$ cat config.mk
export PLATFORM = sky130hd
export DESIGN_NAME = signed_binary_search_divider_unit
export DESIGN_NICKNAME = d
export VERILOG_FILES = /design/src/rtl/sbsd_pkg.sv /design/src/rtl/sbsd_dp.sv /design/src/rtl/sbsd_ctrl.sv /design/src/rtl/signed_binary_search_divider_unit.sv
export SDC_FILE = /design/constraint.sdc
export NUM_CORES = 1
export LEC_CHECK = 0
export BUFFER_PORTS_ARGS = -buffer_cell sky130_fd_sc_hd__buf_2
export CORE_AREA = 2 2 125 127
export CTS_CLUSTER_SIZE = 40
export DETAILED_ROUTE_END_ITERATION = 10
export DIE_AREA = 0 0 127 129
export HOLD_SLACK_MARGIN = 0.02
export PLACE_DENSITY = 0.91
export REMOVE_ABC_BUFFERS = 1
export SLEW_MARGIN = 20
export SYNTH_ARGS = -nofsm -noshare
export SYNTH_HDL_FRONTEND = slang
export SYNTH_SLANG_ARGS = --single-unit
$ cat constraint.sdc
create_clock -name clk -period 9.3 [get_ports clk]
set_clock_uncertainty 0.15 [all_clocks]
set_input_delay 1.86 -clock clk [delete_from_list [all_inputs] [get_ports clk]]
set_output_delay 1.86 -clock clk [all_outputs]
set_load 0.02 [all_outputs]
$ cat src/rtl/sbsd_pkg.sv
// Shared types for the signed binary-search divider.
// Holds the controller state encoding and the controller-to-datapath command bundle.
// No dependencies.
package sbsd_pkg;

  typedef enum logic [1:0] {
    ST_IDLE,
    ST_CALC,
    ST_FIN
  } sbsd_state_t;

  typedef struct packed {
    logic load;    // capture operand magnitudes and signs
    logic step;    // run one quotient-bit iteration
    logic finish;  // apply sign and flags, write the output register
  } sbsd_cmd_t;

endpackage

$ cat src/rtl/sbsd_dp.sv
// Datapath of the signed divider: operand magnitudes, shift-subtract iteration,
// sign/flag fix-up and the output register. Depends on sbsd_pkg.
module sbsd_dp #(
  parameter int DATA_WIDTH = 32
) (
  input  logic                         clk,
  input  sbsd_pkg::sbsd_cmd_t          cmd,
  input  logic signed [DATA_WIDTH-1:0] in_dividend,
  input  logic signed [DATA_WIDTH-1:0] in_divisor,
  output logic signed [DATA_WIDTH-1:0] out_quotient,
  output logic                         out_overflow,
  output logic                         out_divide_by_zero
);

  localparam int W = DATA_WIDTH;

  logic [W-1:0] quo_r, quo_nxt;    // dividend bits shift out, quotient bits shift in
  logic [W-1:0] rem_r, rem_nxt;    // partial remainder, below the divisor when the divisor is nonzero
  logic [W-1:0] div_r;
  logic         neg_r;
  logic         dz_r;

  logic [W:0]   rem_shift;
  logic [W+1:0] diff;
  logic [W-1:0] mag_a;
  logic [W-1:0] mag_b;

  logic [W-1:0] q_r, q_nxt;
  logic         ovf_r, ovf_nxt;
  logic         dzo_r;

  always_comb begin
    mag_a = in_dividend[W-1] ? (~in_dividend + 1'b1) : in_dividend;
    mag_b = in_divisor[W-1] ? (~in_divisor + 1'b1) : in_divisor;

    rem_shift = {rem_r, quo_r[W-1]};
    diff      = {1'b0, rem_shift} - {2'b00, div_r};

    rem_nxt = rem_r;
    quo_nxt = quo_r;
    if (cmd.step) begin
      if (!diff[W+1]) begin
        rem_nxt = diff[W-1:0];
        quo_nxt = {quo_r[W-2:0], 1'b1};
      end else begin
        rem_nxt = rem_shift[W-1:0];
        quo_nxt = {quo_r[W-2:0], 1'b0};
      end
    end

    // Sign, zero-divisor and saturation fix-up on the finished magnitude
    ovf_nxt = 1'b0;
    if (dz_r || quo_r == '0) begin
      q_nxt = '0;
    end else if (neg_r) begin
      q_nxt = ~quo_r + 1'b1;
    end else if (quo_r[W-1]) begin
      q_nxt   = {1'b0, {(W-1){1'b1}}};
      ovf_nxt = 1'b1;
    end else begin
      q_nxt = quo_r;
    end
  end

  always_ff @(posedge clk) begin
    if (cmd.load) begin
      quo_r <= mag_a;
      rem_r <= '0;
      div_r <= mag_b;
      neg_r <= in_dividend[W-1] ^ in_divisor[W-1];
      dz_r  <= (in_divisor == '0);
    end else begin
      quo_r <= quo_nxt;
      rem_r <= rem_nxt;
    end
    if (cmd.finish) begin
      q_r   <= q_nxt;
      ovf_r <= ovf_nxt;
      dzo_r <= dz_r;
    end
  end

  assign out_quotient       = q_r;
  assign out_overflow       = ovf_r;
  assign out_divide_by_zero = dzo_r;

endmodule

$ cat src/rtl/sbsd_ctrl.sv
// Controller of the signed divider: state machine, iteration counter and
// output valid flag. Depends on sbsd_pkg.
module sbsd_ctrl #(
  parameter int DATA_WIDTH = 32
) (
  input  logic                clk,
  input  logic                rst_n,
  input  logic                in_valid,
  output logic                in_stall,
  output logic                out_valid,
  input  logic                out_stall,
  output sbsd_pkg::sbsd_cmd_t cmd
);

  localparam int CW = $clog2(DATA_WIDTH);
  localparam logic [CW-1:0] LAST_CNT = CW'(DATA_WIDTH - 1);

  sbsd_pkg::sbsd_state_t state_r, state_nxt;
  logic [CW-1:0]         cnt_r, cnt_nxt;
  logic                  out_valid_r, out_valid_nxt;

  always_ff @(posedge clk) begin
    if (!rst_n) begin
      state_r     <= sbsd_pkg::ST_IDLE;
      cnt_r       <= '0;
      out_valid_r <= 1'b0;
    end else begin
      state_r     <= state_nxt;
      cnt_r       <= cnt_nxt;
      out_valid_r <= out_valid_nxt;
    end
  end

  always_comb begin
    state_nxt  = state_r;
    cnt_nxt    = cnt_r;
    cmd        = '0;
    in_stall   = 1'b1;
    unique case (state_r)
      sbsd_pkg::ST_IDLE: begin
        in_stall = 1'b0;
        if (in_valid) begin
          cmd.load  = 1'b1;
          cnt_nxt   = LAST_CNT;
          state_nxt = sbsd_pkg::ST_CALC;
        end
      end
      sbsd_pkg::ST_CALC: begin
        cmd.step = 1'b1;
        if (cnt_r == '0) begin
          state_nxt = sbsd_pkg::ST_FIN;
        end else begin
          cnt_nxt = cnt_r - 1'b1;
        end
      end
      sbsd_pkg::ST_FIN: begin
        // wait until the output register is free or being drained
        if (!out_valid_r || !out_stall) begin
          cmd.finish = 1'b1;
          state_nxt  = sbsd_pkg::ST_IDLE;
        end
      end
      default: state_nxt = sbsd_pkg::ST_IDLE;
    endcase

    out_valid_nxt = out_valid_r;
    if (cmd.finish) begin
      out_valid_nxt = 1'b1;
    end else if (out_valid_r && !out_stall) begin
      out_valid_nxt = 1'b0;
    end
  end

  assign out_valid = out_valid_r;

  a_load_calc: assert property (@(posedge clk) disable iff (!rst_n)
    cmd.load |=> (state_r == sbsd_pkg::ST_CALC && cnt_r == LAST_CNT))
    else $error("load did not start iteration");

  a_calc_fin: assert property (@(posedge clk) disable iff (!rst_n)
    (state_r == sbsd_pkg::ST_CALC && cnt_r == '0) |=> state_r == sbsd_pkg::ST_FIN)
    else $error("iteration did not end after last step");

  a_finish_valid: assert property (@(posedge clk) disable iff (!rst_n)
    cmd.finish |=> out_valid_r)
    else $error("finished result not presented");

  a_no_overwrite: assert property (@(posedge clk) disable iff (!rst_n)
    cmd.finish |-> (!out_valid_r || !out_stall))
    else $error("output register overwritten while stalled");

endmodule

$ cat src/rtl/signed_binary_search_divider_unit.sv
// Signed divider, quotient truncated toward zero, one quotient bit per cycle.
// Operands load at the input transfer, then DATA_WIDTH shift-subtract steps in ST_CALC and one
// sign fix-up step in ST_FIN, which writes the output register and raises out_valid.
// A new transfer is taken only in idle, after the previous item's fix-up; a stalled result
// holds the fix-up step until the output register drains.
// Reset (rst_n, synchronous, active low) returns the controller to idle and drops out_valid.
module signed_binary_search_divider_unit #(
  parameter int DATA_WIDTH = 32
) (
  input  logic                         clk,
  input  logic                         rst_n,
  input  logic                         in_valid,
  output logic                         in_stall,
  input  logic signed [DATA_WIDTH-1:0] in_dividend,
  input  logic signed [DATA_WIDTH-1:0] in_divisor,
  output logic                         out_valid,
  input  logic                         out_stall,
  output logic signed [DATA_WIDTH-1:0] out_quotient,
  output logic                         out_overflow,
  output logic                         out_divide_by_zero
);

  // Command bundle from the controller. The controller only takes a new
  // transfer when idle; the result waits in the datapath output register,
  // so a new item can be loaded and iterated while the previous result is
  // still stalled downstream. The fix-up cycle holds until that register frees.
  sbsd_pkg::sbsd_cmd_t cmd;

  sbsd_ctrl #(
    .DATA_WIDTH (DATA_WIDTH)
  ) u_ctrl (
    .clk       (clk),
    .rst_n     (rst_n),
    .in_valid  (in_valid),
    .in_stall  (in_stall),
    .out_valid (out_valid),
    .out_stall (out_stall),
    .cmd       (cmd)
  );

  // Datapath: magnitudes are exact at DATA_WIDTH bits unsigned (the most
  // negative value included), so the only overflow is the positive-quotient
  // case of the most negative value over minus one, which saturates.
  // A zero divisor yields quotient zero with the divide_by_zero flag.
  sbsd_dp #(
    .DATA_WIDTH (DATA_WIDTH)
  ) u_dp (
    .clk                (clk),
    .cmd                (cmd),
    .in_dividend        (in_dividend),
    .in_divisor         (in_divisor),
    .out_quotient       (out_quotient),
    .out_overflow       (out_overflow),
    .out_divide_by_zero (out_divide_by_zero)
  );

endmodule

==> metrics <==
cells taking the most area after synthesis edfxtp_1, dfxtp_1, o21ai_0; Crit Path Class reg -> reg; Post-Syn Area 0.00887 mm²; number of gates resized after CTS 0; Post-synth EDFFs 100; io pins 104; critical path launch point type register; crit path from u_dp.quo_r[1]$_DFFE_PP_; Async SR Flop Fraction 0%; Synth Register Bits 140; Fin. Hold Viols 0; Initial Util 59.2%; maximum vdd drop 0.000174 V; Ys Warns 0; Clock transition at path regs 0.06 ns; combinational power share 36.9%; hold_sp u_dp.rem_r[3]$_SDFFE_PP0P_; DIE AREA 0.0164 mm²; count of pins over their slew limit 0; IO buf count 103; power per cell area 251 mW/mm²; Fill cells 1,127; drt total wl 22,400 µm; post-synthesis cell type count 63; largest net degree at the start of global routing 69; synth-to-layout area growth 14.9%; FMAX 198 MHz; post-DP HPWL 14,700 µm; clock latency on the worst-skew pair 0.43 ns; status complete, no violations; Worst Max-Slew Pin Slew 1.08 ns; most common cell after layout, fill and taps aside nand2_1; most frequent cells in the layout nand2_1, buf_2, edfxtp_1, o21ai_0, nor2_1; CTS max path bufs 2; Final ANT Viol Nets 0; cells after synthesis 989; Clock Sinks 140; Slew HR 28.3%; sequential share of power 35.4%; arrival time at the worst endpoint 5.02 ns; routed len/inst 17.5 µm; via count 8,028; number of setup buffers added after CTS 0; fin area 0.0102 mm²; first-pass GRT wire length 37,000 µm; root buffer cell clkbuf_16; largest fanout on the critical path 31; setup violators final 0; Final nets 1,183; Synth top area share 33.9%; area leader, netlist edfxtp_1; Post-CTS Hold Buffers 0; Site Rows 45; CTS H-tree depth 4; clock network fraction of total power 27.7%; reg2reg start u_dp.quo_r[1]$_DFFE_PP_; Congestion Overflow GR 0; initial antenna violation count 0; Area after DPL 0.00955 mm²; register area share after synthesis 42.9%; Main synth FF type edfxtp_1; syn avg cell area 8.97 µm²; Sw Share 36.2%; drt first pass iters 6; Iteration-0 DRC Markers 828; Sw Pwr 0.926 mW; Antenna diodes 0; total of max-cap violations 0; Fin Setup TNS 0 ns; Setup crit end kind register; unrepaired setup endpoints after global routing no; Post-route DRC 0; worst path required time 9.27 ns; total CTS buffers 17; vias in the first global route 7,637; Die Y 129 µm; Int Pwr 1.63 mW; Lkg Pwr 4.02 nW; fin crit share 54.2%; DR vias/cell 6.28; min Tclk post-route 5.04 ns; die width 127 µm; Core Area 0.0150 mm²; layout cells sized above 1 14.5%; CTS tree yes; worst hold slack 0.337 ns; GP Congestion 0.905; All-Layer GR Usage 28.1%; min-delay worst type reg -> reg
[power groups by stage]
| stage | clock [mW] | sequential (mW) | combinational (mW) |
|---|---|---|---|
| finish | 0.709 | 0.908 | 0.944 |
| global route | 0.735 | 0.920 | 1.05 |
| CTS | 0.709 | 0.902 | 0.928 |
| detailed placement | 0 | 0.909 | 0.906 |
| global placement | 0 | 0.902 | 0.846 |
| floorplan | 0 | 0.888 | 0.679 |
[synth_stat cells, types with 5 or more instances]
cell type and number:
edfxtp_1 100, mux2i_1 13, nor3_1 27, nor2_1 89, a21oi_1 64, clkbuf_1 36, nand4_1 6, a31oi_1 10
inv_1 50, or2_2 5, nor2b_1 5, o22ai_1 8, nor4_1 7, o21ai_0 96, ha_1 37, o21a_1 6
xnor2_1 48, a21o_1 9, nand2b_1 7, dfxtp_1 40, xor2_1 38, or4_1 18, o31ai_1 16, a311oi_1 15
nand3_1 21, nand2_1 125, o41ai_1 9, or3_1 15
[kinds of logic after synthesis]
kind of cell	after synthesis	synth area share [%]
xor gates and xnor gates	86	8.49
adders and majority gates	38	5.45
muxes	16	1.85
DFF	140	42.9
and+or+nand+nor	346	18.5
AOI/OAI and AO/OA	270	18.8
buffers and inverters	93	3.98
[layer usage]
metal  global-route usage (%)  wire length (µm)  vias up
met1                     36.3              9180     3726
met4                     11.5               733        0
met3                     4.91              1700       78
met5                        0                 0        -
met2                     47.2             10800      417
li1                         -                 -     3807
[critical path, stage by stage, from the launching register on]
cell	delay [ns]
edfxtp_1	0.42
inv_1	0.14
ha_1	0.21
or3b_2	0.50
or4_1	0.52
or2_2	0.38
nor4b_1	0.70
nand3_1	0.31
nor3_1	0.32
a21o_1	0.89
a311oi_1	0.17
[cell type report]
class,count,area [µm²],share of cell area (%)
clock inverters,12,173,1.69
repair buffers,112,623,6.11
multi-input cells,756,4730,46.4
well taps,188,235,2.31
flip-flops and latches,140,3800,37.3
inverters,50,188,1.84
clock buffers,20,437,4.28
[sequential cells by signal, summed over array words and instances (netlist names)]
register / cells
u_ctrl.state_r: 2
u_dp.rem_r: 32
u_ctrl.cnt_r: 5
u_dp.out_divide_by_zero: 1
u_dp.out_quotient: 32
u_dp.out_overflow: 1
u_ctrl.out_valid: 1
u_dp.dz_r: 1
u_dp.neg_r: 1
u_dp.quo_r: 32
u_dp.div_r: 32
[worst paths after layout]
kind	endpoint	cells past startpoint	slack (ns)
worst max-delay path	u_dp.out_quotient[9]$_SDFFCE_PP0P_	10	4.26
worst min-delay path	u_dp.rem_r[3]$_SDFFE_PP0P_	2	0.34
worst max register to register	u_dp.out_quotient[9]$_SDFFCE_PP0P_	10	4.26
worst min register to register	u_dp.rem_r[3]$_SDFFE_PP0P_	2	0.34
[per-stage QoR]
step           power [mW]  instances  utilization, %  setup slack [ns]
6_report             2.56       1278            68.0              4.26
5_1_grt              2.70       1278            68.0              4.00
4_1_cts              2.54       1277            67.9              4.37
3_5_place_dp         1.82       1245            63.8              3.93
3_3_place_gp         1.75       1244            63.6              4.09
2_1_floorplan        1.57        946               -              3.05
No activity file was read; power rests on OpenSTA's default activity.
